`src/hdl/afr_pkg.sv`:
```
// Shared types and constants for the API frame receiver.
// No dependencies; imported by every module of the block.
package afr_pkg;

  localparam int ByteW = 8;
  localparam int WordW = 16;

  // Event codes carried by event_code
  localparam logic [2:0] EV_NONE    = 3'd0;
  localparam logic [2:0] EV_START   = 3'd1;
  localparam logic [2:0] EV_PAYLOAD = 3'd2;
  localparam logic [2:0] EV_GOOD    = 3'd3;
  localparam logic [2:0] EV_BADSUM  = 3'd4;
  localparam logic [2:0] EV_REJECT  = 3'd5;

  // Command codes
  localparam logic CMD_BYTE = 1'b0;
  localparam logic CMD_TICK = 1'b1;

  // Configuration register indexes
  localparam logic [1:0] REG_START_BYTE    = 2'd0;
  localparam logic [1:0] REG_TIMEOUT_TICKS = 2'd1;
  localparam logic [1:0] REG_MAX_PAYLOAD   = 2'd2;

  localparam logic [ByteW-1:0] START_BYTE_RST    = 8'd126;
  localparam logic [WordW-1:0] TIMEOUT_TICKS_RST = 16'd100;
  localparam logic [WordW-1:0] MAX_PAYLOAD_RST   = 16'd256;
  localparam logic [ByteW-1:0] CHECK_BASE        = 8'hFF;
  localparam logic [WordW-1:0] IDLE_MAX          = 16'hFFFF;

  typedef enum logic [1:0] {
    HDR_LEN_HI,
    HDR_LEN_LO,
    HDR_BODY
  } hdr_stage_t;

  typedef struct packed {
    logic [ByteW-1:0] start_byte;
    logic [WordW-1:0] timeout_ticks;
    logic [WordW-1:0] max_payload;
  } afr_cfg_t;

  typedef struct packed {
    logic             receiving;
    hdr_stage_t       header_stage;
    logic [WordW-1:0] byte_position;
    logic [WordW-1:0] declared_length;
    logic [ByteW-1:0] running_sum;
    logic [WordW-1:0] idle_count;
  } afr_state_t;

  typedef struct packed {
    logic [2:0]       event_code;
    logic [ByteW-1:0] payload_byte;
    logic [WordW-1:0] payload_index;
    logic [WordW-1:0] frame_length;
  } afr_result_t;

endpackage

```
`src/hdl/afr_config.sv`:
```
// Configuration register file of the API frame receiver.
// Depends on afr_pkg for register indexes and reset values.
module afr_config (
  input  logic                 clk,
  input  logic                 rst,
  input  logic                 wr_en,
  input  logic [1:0]           wr_index,
  input  logic [15:0]          wr_data,
  output afr_pkg::afr_cfg_t    cfg
);
  import afr_pkg::*;

  always_ff @(posedge clk) begin
    if (rst) begin
      cfg.start_byte    <= START_BYTE_RST;
      cfg.timeout_ticks <= TIMEOUT_TICKS_RST;
      cfg.max_payload   <= MAX_PAYLOAD_RST;
    end else if (wr_en) begin
      unique case (wr_index)
        REG_START_BYTE:    cfg.start_byte    <= wr_data[ByteW-1:0];
        REG_TIMEOUT_TICKS: cfg.timeout_ticks <= wr_data;
        REG_MAX_PAYLOAD:   cfg.max_payload   <= wr_data;
        default: ;
      endcase
    end
  end

endmodule

```
`src/hdl/afr_step.sv`:
```
// Per-item deframing logic: next frame state and result for one item.
// Purely combinational; depends on afr_pkg for types and codes.
module afr_step (
  input  afr_pkg::afr_cfg_t    cfg,
  input  afr_pkg::afr_state_t  state,
  input  logic                 command,
  input  logic [7:0]           rx_byte,
  output afr_pkg::afr_state_t  state_next,
  output afr_pkg::afr_result_t result
);
  import afr_pkg::*;

  logic             timed_out;
  logic             active;
  logic [WordW-1:0] len_full;
  logic             len_reject;
  logic             in_payload;
  logic [ByteW-1:0] expect_sum;

  assign timed_out  = state.idle_count > cfg.timeout_ticks;
  assign active     = state.receiving && !timed_out;
  assign len_full   = {state.declared_length[WordW-1:ByteW], rx_byte};
  assign len_reject = len_full >= cfg.max_payload;
  assign in_payload = state.byte_position < state.declared_length;
  assign expect_sum = CHECK_BASE - state.running_sum;

  always_comb begin
    state_next           = state;
    result.event_code    = EV_NONE;
    result.payload_byte  = '0;
    result.payload_index = '0;

    if (command == CMD_TICK) begin
      // saturate the idle counter
      if (state.idle_count != IDLE_MAX) begin
        state_next.idle_count = state.idle_count + 16'd1;
      end
    end else begin
      state_next.idle_count = '0;
      state_next.receiving  = active;
      if (!active) begin
        if (rx_byte == cfg.start_byte) begin
          state_next.receiving       = 1'b1;
          state_next.header_stage    = HDR_LEN_HI;
          state_next.byte_position   = '0;
          state_next.declared_length = '0;
          state_next.running_sum     = '0;
          result.event_code          = EV_START;
        end
      end else begin
        unique case (state.header_stage)
          HDR_LEN_HI: begin
            state_next.declared_length = {rx_byte, 8'd0};
            state_next.header_stage    = HDR_LEN_LO;
          end
          HDR_LEN_LO: begin
            state_next.declared_length = len_full;
            if (len_reject) begin
              state_next.receiving = 1'b0;
              result.event_code    = EV_REJECT;
            end else begin
              state_next.header_stage = HDR_BODY;
            end
          end
          default: begin
            if (in_payload) begin
              result.payload_byte      = rx_byte;
              result.payload_index     = state.byte_position;
              state_next.running_sum   = state.running_sum + rx_byte;
              state_next.byte_position = state.byte_position + 16'd1;
              result.event_code        = EV_PAYLOAD;
            end else begin
              result.event_code    = (expect_sum == rx_byte) ? EV_GOOD : EV_BADSUM;
              state_next.receiving = 1'b0;
            end
          end
        endcase
      end
    end

    result.frame_length = state_next.declared_length;
  end

endmodule

```
`src/hdl/api_frame_receiver_core.sv`:
```
// API frame receiver: input register, deframing step and result register.
// Uses afr_pkg, afr_config and afr_step.
//
// Usage:
//   Input channel (in_valid/in_stall) carries one item per transfer: a received
//   byte (command 0) or a millisecond tick (command 1). Every item gives exactly
//   one result on the output channel (out_valid/out_stall): an event code, the
//   payload byte and its index for payload events, and the declared length.
//   An accepted item goes into the input register; when it advances, its result
//   is written to the result register and out_valid is set. Throughput is one
//   item per cycle while the receiver does not stall; the frame state is updated
//   by the combinational afr_step between the input register and the result register.
//   When the receiver raises out_stall the result register holds; the item in
//   the input register waits, and in_stall rises only once both are full, so
//   at most two items are held inside.
//   Reset clears the frame state (hunting for the start byte, idle count 0) and
//   loads the register defaults: start byte 126, timeout 100 ticks, payload
//   limit 256. Registers are written through wr_en/wr_index/wr_data; the user
//   must do so only while the block holds no items, which it does not enforce.
module api_frame_receiver_core (
  input  logic        clk,
  input  logic        rst,
  input  logic        wr_en,
  input  logic [1:0]  wr_index,
  input  logic [15:0] wr_data,
  input  logic        in_valid,
  output logic        in_stall,
  input  logic        command,
  input  logic [7:0]  rx_byte,
  output logic        out_valid,
  input  logic        out_stall,
  output logic [2:0]  event_code,
  output logic [7:0]  payload_byte,
  output logic [15:0] payload_index,
  output logic [15:0] frame_length
);
  import afr_pkg::*;

  afr_cfg_t    cfg;
  afr_state_t  state;
  afr_state_t  state_next;
  afr_result_t result;

  logic             hold_valid;
  logic             hold_command;
  logic [ByteW-1:0] hold_byte;
  logic             advance;

  afr_config u_config (
    .clk      (clk),
    .rst      (rst),
    .wr_en    (wr_en),
    .wr_index (wr_index),
    .wr_data  (wr_data),
    .cfg      (cfg)
  );

  afr_step u_step (
    .cfg        (cfg),
    .state      (state),
    .command    (hold_command),
    .rx_byte    (hold_byte),
    .state_next (state_next),
    .result     (result)
  );

  // advance the held item when the result register is free or being taken
  assign advance  = hold_valid && (!out_valid || !out_stall);
  assign in_stall = hold_valid && !advance;

  always_ff @(posedge clk) begin
    if (rst) begin
      hold_valid <= 1'b0;
    end else if (!in_stall) begin
      hold_valid <= in_valid;
    end
    if (!in_stall && in_valid) begin
      hold_command <= command;
      hold_byte    <= rx_byte;
    end
  end

  always_ff @(posedge clk) begin
    if (rst) begin
      state     <= '{receiving: 1'b0, header_stage: HDR_LEN_HI, default: '0};
      out_valid <= 1'b0;
    end else begin
      if (advance) begin
        state <= state_next;
      end
      if (advance) begin
        out_valid <= 1'b1;
      end else if (!out_stall) begin
        out_valid <= 1'b0;
      end
    end
    if (advance) begin
      event_code    <= result.event_code;
      payload_byte  <= result.payload_byte;
      payload_index <= result.payload_index;
      frame_length  <= result.frame_length;
    end
  end

endmodule
```
`config.mk`:
```
export PLATFORM = sky130hd
export DESIGN_NAME = api_frame_receiver_core
export DESIGN_NICKNAME = d
export VERILOG_FILES = /design/src/hdl/afr_pkg.sv /design/src/hdl/afr_config.sv /design/src/hdl/afr_step.sv /design/src/hdl/api_frame_receiver_core.sv
export SDC_FILE = /design/constraint.sdc
export NUM_CORES = 1
export LEC_CHECK = 0
export ABC_AREA = 1
export BUFFER_PORTS_ARGS = -buffer_cell sky130_fd_sc_hd__buf_2
export CAP_MARGIN = 20
export CORE_ASPECT_RATIO = 2
export CORE_MARGIN = 2
export CORE_UTILIZATION = 57
export CTS_CLUSTER_DIAMETER = 120
export DETAILED_ROUTE_END_ITERATION = 6
export PLACE_DENSITY = 0.74
export SYNTH_ARGS = -nofsm -noshare
export SYNTH_HDL_FRONTEND = slang
export SYNTH_SLANG_ARGS = --single-unit
```
`constraint.sdc`:
```
create_clock -name clk -period 5.5 [get_ports clk]
set_input_delay 0.55 -clock clk [delete_from_list [all_inputs] [get_ports clk]]
set_output_delay 0.55 -clock clk [all_outputs]
set_load 0.005 [all_outputs]
```
After elaboration in Yosys (flattened, before gate mapping)
Index checks and enable logic that the tools add are counted.

storage, ports and cells
  latch bits = 0
  bits of input ports = 32
  RAM bits = 0
  ROM bits = 0
  flip-flop bits (word level) = 153
  memories = 0

cells by class
  bitwise logic cells = 3
  add/sub/neg operators = 4
  equality and inequality tests = 12
  shift-type cells = 0
  order comparisons = 3
  muxes and demuxes = 23
  reductions and logical operators = 22
  divide/modulo/power cells = 0
  $mul = 0

operators with widths
  cell                     count
  $mux W43                 2
  $mux W16                 4
  $add A16 B1 Y16 const B  2
  $pmux W16 S2             1
  $mux W24                 1
  $eq A8 B8 Y1             2
  $ge A16 B16 Y1           1
  $gt A16 B16 Y1           1
  $lt A16 B16 Y1           1
  $mux W8                  2
  $ne A16 B16 Y1 const B   1
  $mux W3                  4
  $reduce_and A2 Y1        5
  $reduce_and A5 Y1        2
  $add A8 B8 Y8            1
  $sub A8 B8 Y8 const A    1
  $ne A3 B3 Y1 const B     2
  $pmux W3 S2              1
  $logic_not A1 Y1         5
  $mux W1                  5
  $reduce_or A5 Y1         1
  $eq A2 B1 Y1 const B     2
  $logic_and A1 B1 Y1      4
  $logic_not A2 Y1         2
  10 further kinds         14

Longest topological paths before layout
Gate-level depths: netlist of the first run.

  word-level depth = 7
  gate-level depth with buffers = 20
  depth with buffers taken out = 19

Hierarchy
From an unflattened synthesis of the first run, not the netlist that was laid out.

second synthesis, totals
  cells, all modules = 1414
  area total of the unflattened synthesis = 9683.0 µm²

modules (own cells, without submodules)
  module                   instances  area an instance (µm²)  cells an instance
  api_frame_receiver_core  1          4325.4                  451
  afr_step                 1          3758.6                  722
  afr_config               1          1599.0                  241

Worst setup path after synthesis of the first run
No wires, ideal clock.

  path kind = in2reg
  start point = input out_stall
  end point = register event_code[0] (enable)
  slack = 2797 ps
  data required time = 5076 ps
  path buffers = 1
  data arrival time = 2279 ps
  cell stages on the path = 4
  path through = nand2_1 -> inv_1 -> nor2_2 -> clkbuf_1

between the ends
  cells in the longest elaborated chain, start to end = 3

RTL lines
  item                    line                           text
  start: declaration      api_frame_receiver_core.sv:31  input logic out_stall,
  $logic_not A1 Y1        n/a
  $logic_or A1 B1 Y1      api_frame_receiver_core.sv:68  assign advance = hold_valid && (!out_valid || !out_stall);
  $logic_and A1 B1 Y1     api_frame_receiver_core.sv:68
  net advance             api_frame_receiver_core.sv:47  logic advance;
  end signal: assignment  api_frame_receiver_core.sv:98  event_code <= result.event_code;
  end: declaration        api_frame_receiver_core.sv:32  output logic [2:0] event_code,

The timed path passes the listed nets, and every way through them passes these cells.
A chain may end at the register's enable or synchronous reset.

Worst setup path in the final report of the first run
  start point = register state[11] (netlist name)
  end point = register state[20] (netlist name)

between the ends
  cells in the longest elaborated chain, start to end = 5

RTL lines
  item                                                          line            text
  $gt A16 B16 Y1 *                                              afr_step.sv:20  assign timed_out = state.idle_count > cfg.timeout_ticks;
  $logic_not A1 Y1 *                                            afr_step.sv:21  assign active = state.receiving && !timed_out;
  $logic_and A1 B1 Y1 *                                         afr_step.sv:21
  $ne A2 B2 Y1 (no line) or $reduce_bool A2 Y1 (tied branches)  n/a
  $reduce_and A5 Y1 (no line)                                   n/a

Mark *: on every way between the ends. The rest lies on a longest branch, timed or not.

==> results.cfg, run 1 <==
[floorplanning]
fp.dieW_um = 88.2
ioPinCount = 77
die_h_um = 172
die-area_um2 = 15200
coreArea_um2 = 13900
rows = 61
initial_core_util_pct = 58.1

[worst_setup_path]
required_ns = 5.81
r2r_slack_ns = 2.51
cp-start-kind = flip-flop
worstSetupEndpointType = flip-flop
cp_max_fo = 39
critical-path-max-stage-delay_ns = 0.64
startpoint = state[11]
path_class = reg -> reg
cpMostUsedCell = a21oi_1
r2r_cells = 11
r2r_end = state[20]
r2r-start = state[11]
crit_chain = ha_1 > a21oi_1 > nand2_1 > a21oi_1 > nand2_1 > nand2_2 > nand3_2 > nand2_2 > nand3_2 > a21oi_1 > nor2_1
cp.arrival_ns = 3.30
endpoint = state[20]
slowest_stage = nand3_2

[logic_synthesis]
synth_edf_count = 52
synth_flop_cell = dfxtp_1
ys_async_sr_fraction_pct = 0
yosys_warnings = 0
ys_seq_area_share_pct = 44.4
syn_area_um2 = 8080
postSynthNetCount = 1133
synth.avg_cell_area_um2 = 7.74
ys_ff_latch = 153
ys_types = 40
synth_cells = 1044

[clock_tree]
htree_levels = 4
cts_resized = 0
clockBufferDepth = 2
clkSinkCount = 153
clkTransAtPathRegs_ns = 0.06
cts_tree = built
clkLatencyLatePin_ns = 0.43
cts_root_buf = clkbuf_16
cts_buffers = 17
cts_hold_buf = 0
cts_setup_buffers = 0

[timing]
finalHoldViolations = 0
rsz0062_at_grt = no
clock.fmax_mhz = 334
setup-tns-final_ns = 0
setup_violations = 0
fin_crit_sh_pct = 54.4
worstMarginPinSlew_ns = 0.897
maxSlewHeadroom_pct = 40.0
finalWorstSetupSlack_ns = 2.51
hold_slack_ns = 0.297
worst_clock_skew_ns = 0.0105
period_needed_ns = 2.99
slew_violations = 0

[drt]
viasPerCell = 5.46
dr.pass1.iters = 7
drt_iter0_markers = 425
ant_nets = 0
vias = 7150
finalWirelength_um = 20400
drc = 1
wl_per_cell_um = 15.6

[final_layout]
design_area_um2 = 9190
layout_common_cells = nand2_1, inv_1, nor2_1, dfxtp_1, a21oi_1
fin_cells = 1309
drive_above_1_share_pct = 11.0
num-fill-cells = 1239
nNetsFinal = 1196
mostFrequentLayoutCell = nand2_1
areaGrowthSynthToFinish_pct = 13.8
n_antenna_cell = 0

[place]
placedCellCount = 1277
gp_congestion = 0.927
dp_hpwl_um = 15100
preCtsSetupSlack_ns = 2.51
numPortBuffers = 76
place_area_um2 = 8550

[global_route]
grt_pass1_vias = 6723
grt_usage_pct = 27.9
antenna_found_initial = 0
grt_pass1_wl_um = 32100
grt_max_degree = 42
grt_overflow = 0

[run_status]
violations = design-rule violations
outcome = finished with violations

[job]
maxCapViolCount = 0

[hold_path]
min_path_type = in -> reg

[power_and_ir_drop]
power.leakage_nw = 4.21
p_per_area_nw_per_um2 = 294
ir_drop_mv = 0.240
==> layout make-up <==
| type | instances | area, µm² | area share [%] |
|---|---|---|---|
| Multi-Input combinational cell | 705 | 3760 | 40.9 |
| Timing Repair Buffer | 79 | 403 | 4.38 |
| Clock inverter | 7 | 70.1 | 0.762 |
| Sequential cell | 153 | 3580 | 39.0 |
| Tap cell | 189 | 236 | 2.57 |
| Clock buffer | 25 | 572 | 6.22 |
| Inverter | 151 | 567 | 6.16 |
==> logic make-up after synthesis <==
| logic type | count (synthesis) | share of synthesized area, % |
|---|---|---|
| buffers and inverters | 186 | 9.11 |
| xor gates and xnor gates | 17 | 1.84 |
| DFF | 153 | 44.4 |
| AOI/OAI and AO/OA | 200 | 13.2 |
| adders and majority gates | 57 | 8.92 |
| and+or+nand+nor | 431 | 22.6 |
==> critical path: cells and delay by family, from the launching register on <==
| family | cells | cell delay (ns) |
|---|---|---|
| simple gates | 7 | 1.39 |
| fa+ha+maj | 1 | 0.31 |
| compound gates | 3 | 0.71 |
| flops | 1 | 0.46 |
==> sequential cells by signal (all words and copies together), names as in the netlist <==
| register | cells |
|---|---|
| state | 59 |
| u_config.cfg | 40 |
| frame_length | 16 |
| payload_index | 16 |
| hold_byte | 8 |
| payload_byte | 8 |
| event_code | 3 |
| hold_command | 1 |
| hold_valid | 1 |
| out_valid | 1 |
==> cells in the mapped netlist, types with 3 or more instances <==
cell type	number	area share [%]
nand3_1	25	1.5
nor4_1	5	0.39
nor3_1	21	1.3
o21ai_1	9	0.56
clkbuf_1	23	1.1
a21oi_1	99	6.1
dfxtp_1	101	25
edfxtp_1	52	19
nor2_1	127	5.9
o21ai_0	61	3.8
buf_2	6	0.37
o22ai_1	10	0.77
nand4_1	20	1.5
buf_6	3	0.42
nand2_1	216	10
a211oi_1	4	0.37
inv_1	148	6.9
ha_1	56	8.7
xor2_1	15	1.6
nand2_2	4	0.31
nand3_2	3	0.37
o211ai_1	10	0.93
nor3b_1	4	0.37
==> routing by layer <==
layer	share of wire [%]	track usage [%]	vias to the layer above
met1	34	26.9	3296
met4	6.1	18.1	0
met5	0	0	-
li1	-	-	3555
met2	55	52.3	228
met3	4.5	4.77	71
==> worst min path at each step <==
stage                      from          endpoint  slack [ns]  cells after the start
3_3_place_gp   u_config.cfg[31]  u_config.cfg[31]        0.45                      2
3_5_place_dp    u_config.cfg[1]   u_config.cfg[1]        0.45                      2
2_1_floorplan  u_config.cfg[10]  u_config.cfg[10]        0.44                      2
6_report             rx_byte[2]      hold_byte[2]        0.30                      1
4_1_cts              rx_byte[2]      hold_byte[2]        0.29                      1
5_1_grt              rx_byte[6]      hold_byte[6]        0.29                      1
==> report_power, final <==
part	switching (W)	leakage [nW]	internal [W]	total (W)
Clock	0.000474	0.311	0.000771	0.00124
Combinational	0.000145	2.57	0.0000738	0.000218
Sequential	0.0000248	1.33	0.00121	0.00124
Total	0.000643	4.21	0.00206	0.00270
==> metrics by stage <==
stage | total power (W) | utilization (%)
2_1_floorplan | 0.00140 | -
3_3_place_gp | 0.00147 | 61.6
3_5_place_dp | 0.00148 | 61.6
4_1_cts | 0.00270 | 66.2
5_1_grt | 0.00278 | 66.2
6_report | 0.00270 | 66.2
(Power assumes the default switching activity.)
==> run 2: changes to the inputs <==
==> constraint.sdc (replaced) <==
create_clock -name clk -period 2.95 [get_ports clk]
set_input_delay 0.295 -clock clk [delete_from_list [all_inputs] [get_ports clk]]
set_output_delay 0.295 -clock clk [all_outputs]
set_load 0.005 [all_outputs]
==> results.cfg, run 2 (synthesized netlist as in run 1, its figures left out) <==
[run_status]
outcome = completed

[timing]
worstMarginPinSlew_ns = 0.859
rsz0062_at_grt = no
setup-tns-final_ns = 0
finalWorstSetupSlack_ns = 0.363
worst_clock_skew_ns = 0.0131
fin_crit_sh_pct = 87.7
clock.fmax_mhz = 387
period_needed_ns = 2.59
finalHoldViolations = 0
maxSlewHeadroom_pct = 42.6
setup_violations = 0
slew_violations = 0

[final_layout]
drive_above_1_share_pct = 11.9
largest_register = state
mostFrequentLayoutCell = nand2_1
layout_common_cells = nand2_1, inv_1, nor2_1, dfxtp_1, a21oi_1
top_regs = state (59), u_config.cfg (40)
n_antenna_cell = 0
nNetsFinal = 1208
areaGrowthSynthToFinish_pct = 14.8
utilization_pct = 66.8
largest_reg_flops = 59

[floorplanning]
die_h_um = 172
ioPinCount = 77
rows = 61
initial_core_util_pct = 58.1
die-area_um2 = 15200
coreArea_um2 = 13900
fp.dieW_um = 88.2

[power_and_ir_drop]
power_frac_seq_pct = 45.8
ir_drop_mv = 0.425
p_per_area_nw_per_um2 = 543
clock_power_share_pct = 46.0
power.leakage_nw = 4.26
switching_share_pct = 23.5
p_int_w = 0.00385
netSwitchingPower_w = 0.00118
pwr-share-comb_pct = 8.3

[clock_tree]
cts_root_buf = clkbuf_16
cts_buffers = 17
clkLatencyLatePin_ns = 0.43
cts_tree = built
cts_setup_buffers = 0
clkTransAtPathRegs_ns = 0.07
cts_resized = 0
clkSinkCount = 153
htree_levels = 4
cts_hold_buf = 0
clockBufferDepth = 2

[worst_setup_path]
r2r-start = state[11]
cp.arrival_ns = 2.84
cp_max_fo = 24
cp-start-kind = flip-flop
path_class = reg -> reg
r2r_cells = 11
worstSetupEndpointType = flip-flop
startpoint = state[11]
required_ns = 3.21

[job]
maxCapViolCount = 0

[drt]
drt_iter0_markers = 545
ant_nets = 0
finalWirelength_um = 20500
viasPerCell = 5.46
drc = 0
top_layer_used = met4
dr_wl_met3_um = 820
m1WireLength_um = 7210
wl_met2_um = 10900
vias = 7213
dr.pass1.iters = 5
wl_per_cell_um = 15.5

[global_route]
grt_max_degree = 58
grt_pass1_vias = 6894
antenna_found_initial = 0
grt_pass1_wl_um = 33000
grt_overflow = 0
grt_usage_pct = 28.7

[hold_path]
whs_path_depth = 1
min_path_type = in -> reg
hp-start = rx_byte[0]

[place]
dp_hpwl_um = 15300
numPortBuffers = 76
preCtsSetupSlack_ns = 0.438
gp_congestion = 0.952
==> run 2: power by group through the flow <==
stage	Combinational, W	Sequential [W]	Clock [W]
floorplan	0.000265	0.00234	0
CTS	0.000417	0.00230	0.00233
finish	0.000417	0.00230	0.00231
global placement	0.000405	0.00235	0
global route	0.000476	0.00231	0.00242
detailed placement	0.000412	0.00235	0
==> run 2: per-layer routing <==
| metal | vias up | track usage, % |
|---|---|---|
| met5 | - | 0 |
| li1 | 3577 | - |
| met4 | 0 | 22.2 |
| met1 | 3293 | 27.9 |
| met3 | 98 | 4.92 |
| met2 | 245 | 51.5 |
==> run 2: path summary, 6_finish.rpt <==
path                       endpoint  slack (ns)
setup reg to reg  payload_index[14]        0.36
hold / removal         hold_byte[0]        0.04
hold reg to reg    u_config.cfg[24]        0.46
setup / recovery  payload_index[14]        0.36
==> run 2: stage by stage <==
stage / area (µm²) / cells / power, W / hold WS, ns
floorplan: 8080 / 1044 / 0.00260 / 0.394
global placement: 8640 / 1289 / 0.00275 / 0.448
detailed placement: 8640 / 1289 / 0.00276 / 0.454
CTS: 9270 / 1321 / 0.00505 / 0.0287
global route: 9270 / 1321 / 0.00521 / 0.0344
finish: 9270 / 1321 / 0.00504 / 0.0403
==> run 2: worst max-delay path, cell delays in order (launching register included) <==
cell and delay, ns:
dfxtp_1 0.48, ha_1 0.31, a21oi_1 0.13, nand2_1 0.07
a21oi_1 0.22, nand2_1 0.10, nand2_2 0.14, nand3_2 0.13
inv_2 0.29, nand4_2 0.12, buf_4 0.24, nor2_1 0.19
==> run 2: cell type report <==
type	count	area, µm²
Fill cell	1249	4620
Tap cell	189	236
Sequential cell	153	3580
Multi-Input combinational cell	705	3760
Inverter	151	567
Timing Repair Buffer	91	493
Clock buffer	21	493
Clock inverter	11	139
==> run 3: changes to the inputs <==
--- a/config.mk
+++ b/config.mk
@@ -8,12 +8,14 @@
 export ABC_AREA = 1
 export BUFFER_PORTS_ARGS = -buffer_cell sky130_fd_sc_hd__buf_2
 export CAP_MARGIN = 20
+export CELL_PAD_IN_SITES_DETAIL_PLACEMENT = 0
+export CELL_PAD_IN_SITES_GLOBAL_PLACEMENT = 1
 export CORE_ASPECT_RATIO = 2
 export CORE_MARGIN = 2
-export CORE_UTILIZATION = 57
+export CORE_UTILIZATION = 44
 export CTS_CLUSTER_DIAMETER = 120
 export DETAILED_ROUTE_END_ITERATION = 6
-export PLACE_DENSITY = 0.74
+export PLACE_DENSITY = 0.77
 export SYNTH_ARGS = -nofsm -noshare
 export SYNTH_HDL_FRONTEND = slang
 export SYNTH_SLANG_ARGS = --single-unit
==> results.cfg, run 3 (synthesized netlist as in run 1, its figures left out) <==
[drt]
wl_per_cell_um = 16.7
vias = 7012
viasPerCell = 5.21
drt_iter0_markers = 267
drc = 0
dr.pass1.iters = 5
finalWirelength_um = 22400
ant_nets = 0

[power_and_ir_drop]
power.leakage_nw = 4.24
switching_share_pct = 24.1
ir_drop_mv = 0.397
p_int_w = 0.00369
p_per_area_nw_per_um2 = 525
clock_power_share_pct = 43.9
p_total_w = 0.00486
power_frac_seq_pct = 47.5
pwr-share-comb_pct = 8.7
netSwitchingPower_w = 0.00117

[place]
numPortBuffers = 76
place_area_um2 = 8670
gp_congestion = 0.900
dp_hpwl_um = 16900

[worst_setup_path]
cp.arrival_ns = 2.90
cp_max_fo = 24
cp-start-kind = flip-flop
slowest_stage = nand4_2
crit_chain = ha_1 > a21oi_1 > nand2_1 > a21oi_1 > nand2_1 > nand2_2 > nand3_2 > inv_2 > nand4_2 > nor2_1
path_class = reg -> reg
worstSetupEndpointType = flip-flop
critical-path-max-stage-delay_ns = 0.49
required_ns = 3.20
crit_family = simple AND/OR/NAND/NOR gates
cp.buffers_inverters = 1

[timing]
worst_clock_skew_ns = 0.0129
hold_slack_ns = 0.0411
clock.fmax_mhz = 377
slew_violations = 0
rsz0062_at_grt = no
finalHoldViolations = 0
setup-tns-final_ns = 0
maxSlewHeadroom_pct = 43.2
fin_crit_sh_pct = 89.9
period_needed_ns = 2.65
worstMarginPinSlew_ns = 0.849
setup_violations = 0

[global_route]
grt_usage_pct = 23.8
grt_pass1_wl_um = 35100
grt_overflow = 0
grt_max_degree = 57
antenna_found_initial = 0
grt_pass1_vias = 6967

[final_layout]
largest_register = state
areaGrowthSynthToFinish_pct = 14.5
nNetsFinal = 1206
design_area_um2 = 9250
mostFrequentLayoutCell = nand2_1
num-fill-cells = 1846
drive_above_1_share_pct = 11.7
layout_common_cells = nand2_1, inv_1, nor2_1, dfxtp_1, a21oi_1
largest_reg_flops = 59
n_antenna_cell = 0
top_regs = state (59), u_config.cfg (40)

[floorplanning]
initial_core_util_pct = 44.5
ioPinCount = 77
coreArea_um2 = 18100
die_h_um = 196
fp.dieW_um = 99.8
rows = 70
die-area_um2 = 19500

[clock_tree]
cts_buffers = 17
cts_tree = built
clockBufferDepth = 2
cts_resized = 0
clkTransAtPathRegs_ns = 0.06
clkSinkCount = 153
cts_setup_buffers = 0
cts_root_buf = clkbuf_16
cts_hold_buf = 0
htree_levels = 4
clkLatencyLatePin_ns = 0.43

[hold_path]
min_path_type = in -> reg

[job]
maxCapViolCount = 0

[run_status]
outcome = completed
==> run 3: cell count changes in the layout (fill, tap and decap cells not counted), sizes merged <==
| cell | previous run | this run |
|---|---|---|
| inv | 151 | 150 |
| clkbuf | 21 | 23 |
| bufinv | 3 | 1 |
| clkinv | 6 | 7 |
| clkinvlp | 2 | 1 |
| buf | 91 | 89 |
==> run 3: final cells by class <==
| type | count | area [µm²] | share of cell area, % |
|---|---|---|---|
| Timing Repair Buffer | 89 | 490 | 5.30 |
| Sequential cell | 153 | 3580 | 38.7 |
| Clock buffer | 23 | 509 | 5.51 |
| Inverter | 151 | 567 | 6.13 |
| Clock inverter | 8 | 66.3 | 0.717 |
| Tap cell | 216 | 270 | 2.92 |
| Multi-Input combinational cell | 705 | 3760 | 40.7 |
==> run 3: worst reg2reg max path: cells and delay by family, from the launching register on <==
kind,cells,cell delay [ns]
simple gates,6,1.26
flops,1,0.47
compound gates,2,0.35
fa+ha+maj,1,0.31
buf+inv,1,0.09
==> run 3: routing by layer <==
layer	up-vias	part of all wire (%)	track usage (%)
li1	3571	-	-
met4	0	4.3	11.2
met3	47	2.3	3.44
met1	3263	36	22.8
met5	-	0	0
met2	131	57	47.6
==> run 3: final timing paths <==
kind,from,endpoint,slack (ns),cells after the start
worst min-delay path,command,hold_command,0.04,1
worst max-delay path,state[11],payload_byte[7],0.30,10
worst max register to register,state[11],payload_byte[7],0.30,10
worst min register to register,u_config.cfg[24],u_config.cfg[24],0.46,2
==> run 3: power by group through the flow <==
stage | registers, W | clock network (W) | logic, W
floorplan | 0.00234 | 0 | 0.000265
global placement | 0.00235 | 0 | 0.000418
detailed placement | 0.00235 | 0 | 0.000424
CTS | 0.00231 | 0.00217 | 0.000426
global route | 0.00231 | 0.00225 | 0.000481
finish | 0.00231 | 0.00213 | 0.000421
==> run 3: metrics by stage <==
step | std cells | util (%) | worst slack [ns]
6_report | 1345 | 51.0 | 0.297
4_1_cts | 1345 | 51.0 | 0.280
2_1_floorplan | 1044 | - | 0.491
3_3_place_gp | 1314 | 47.8 | 0.403
5_1_grt | 1345 | 51.0 | 0.0693
3_5_place_dp | 1314 | 47.8 | 0.299
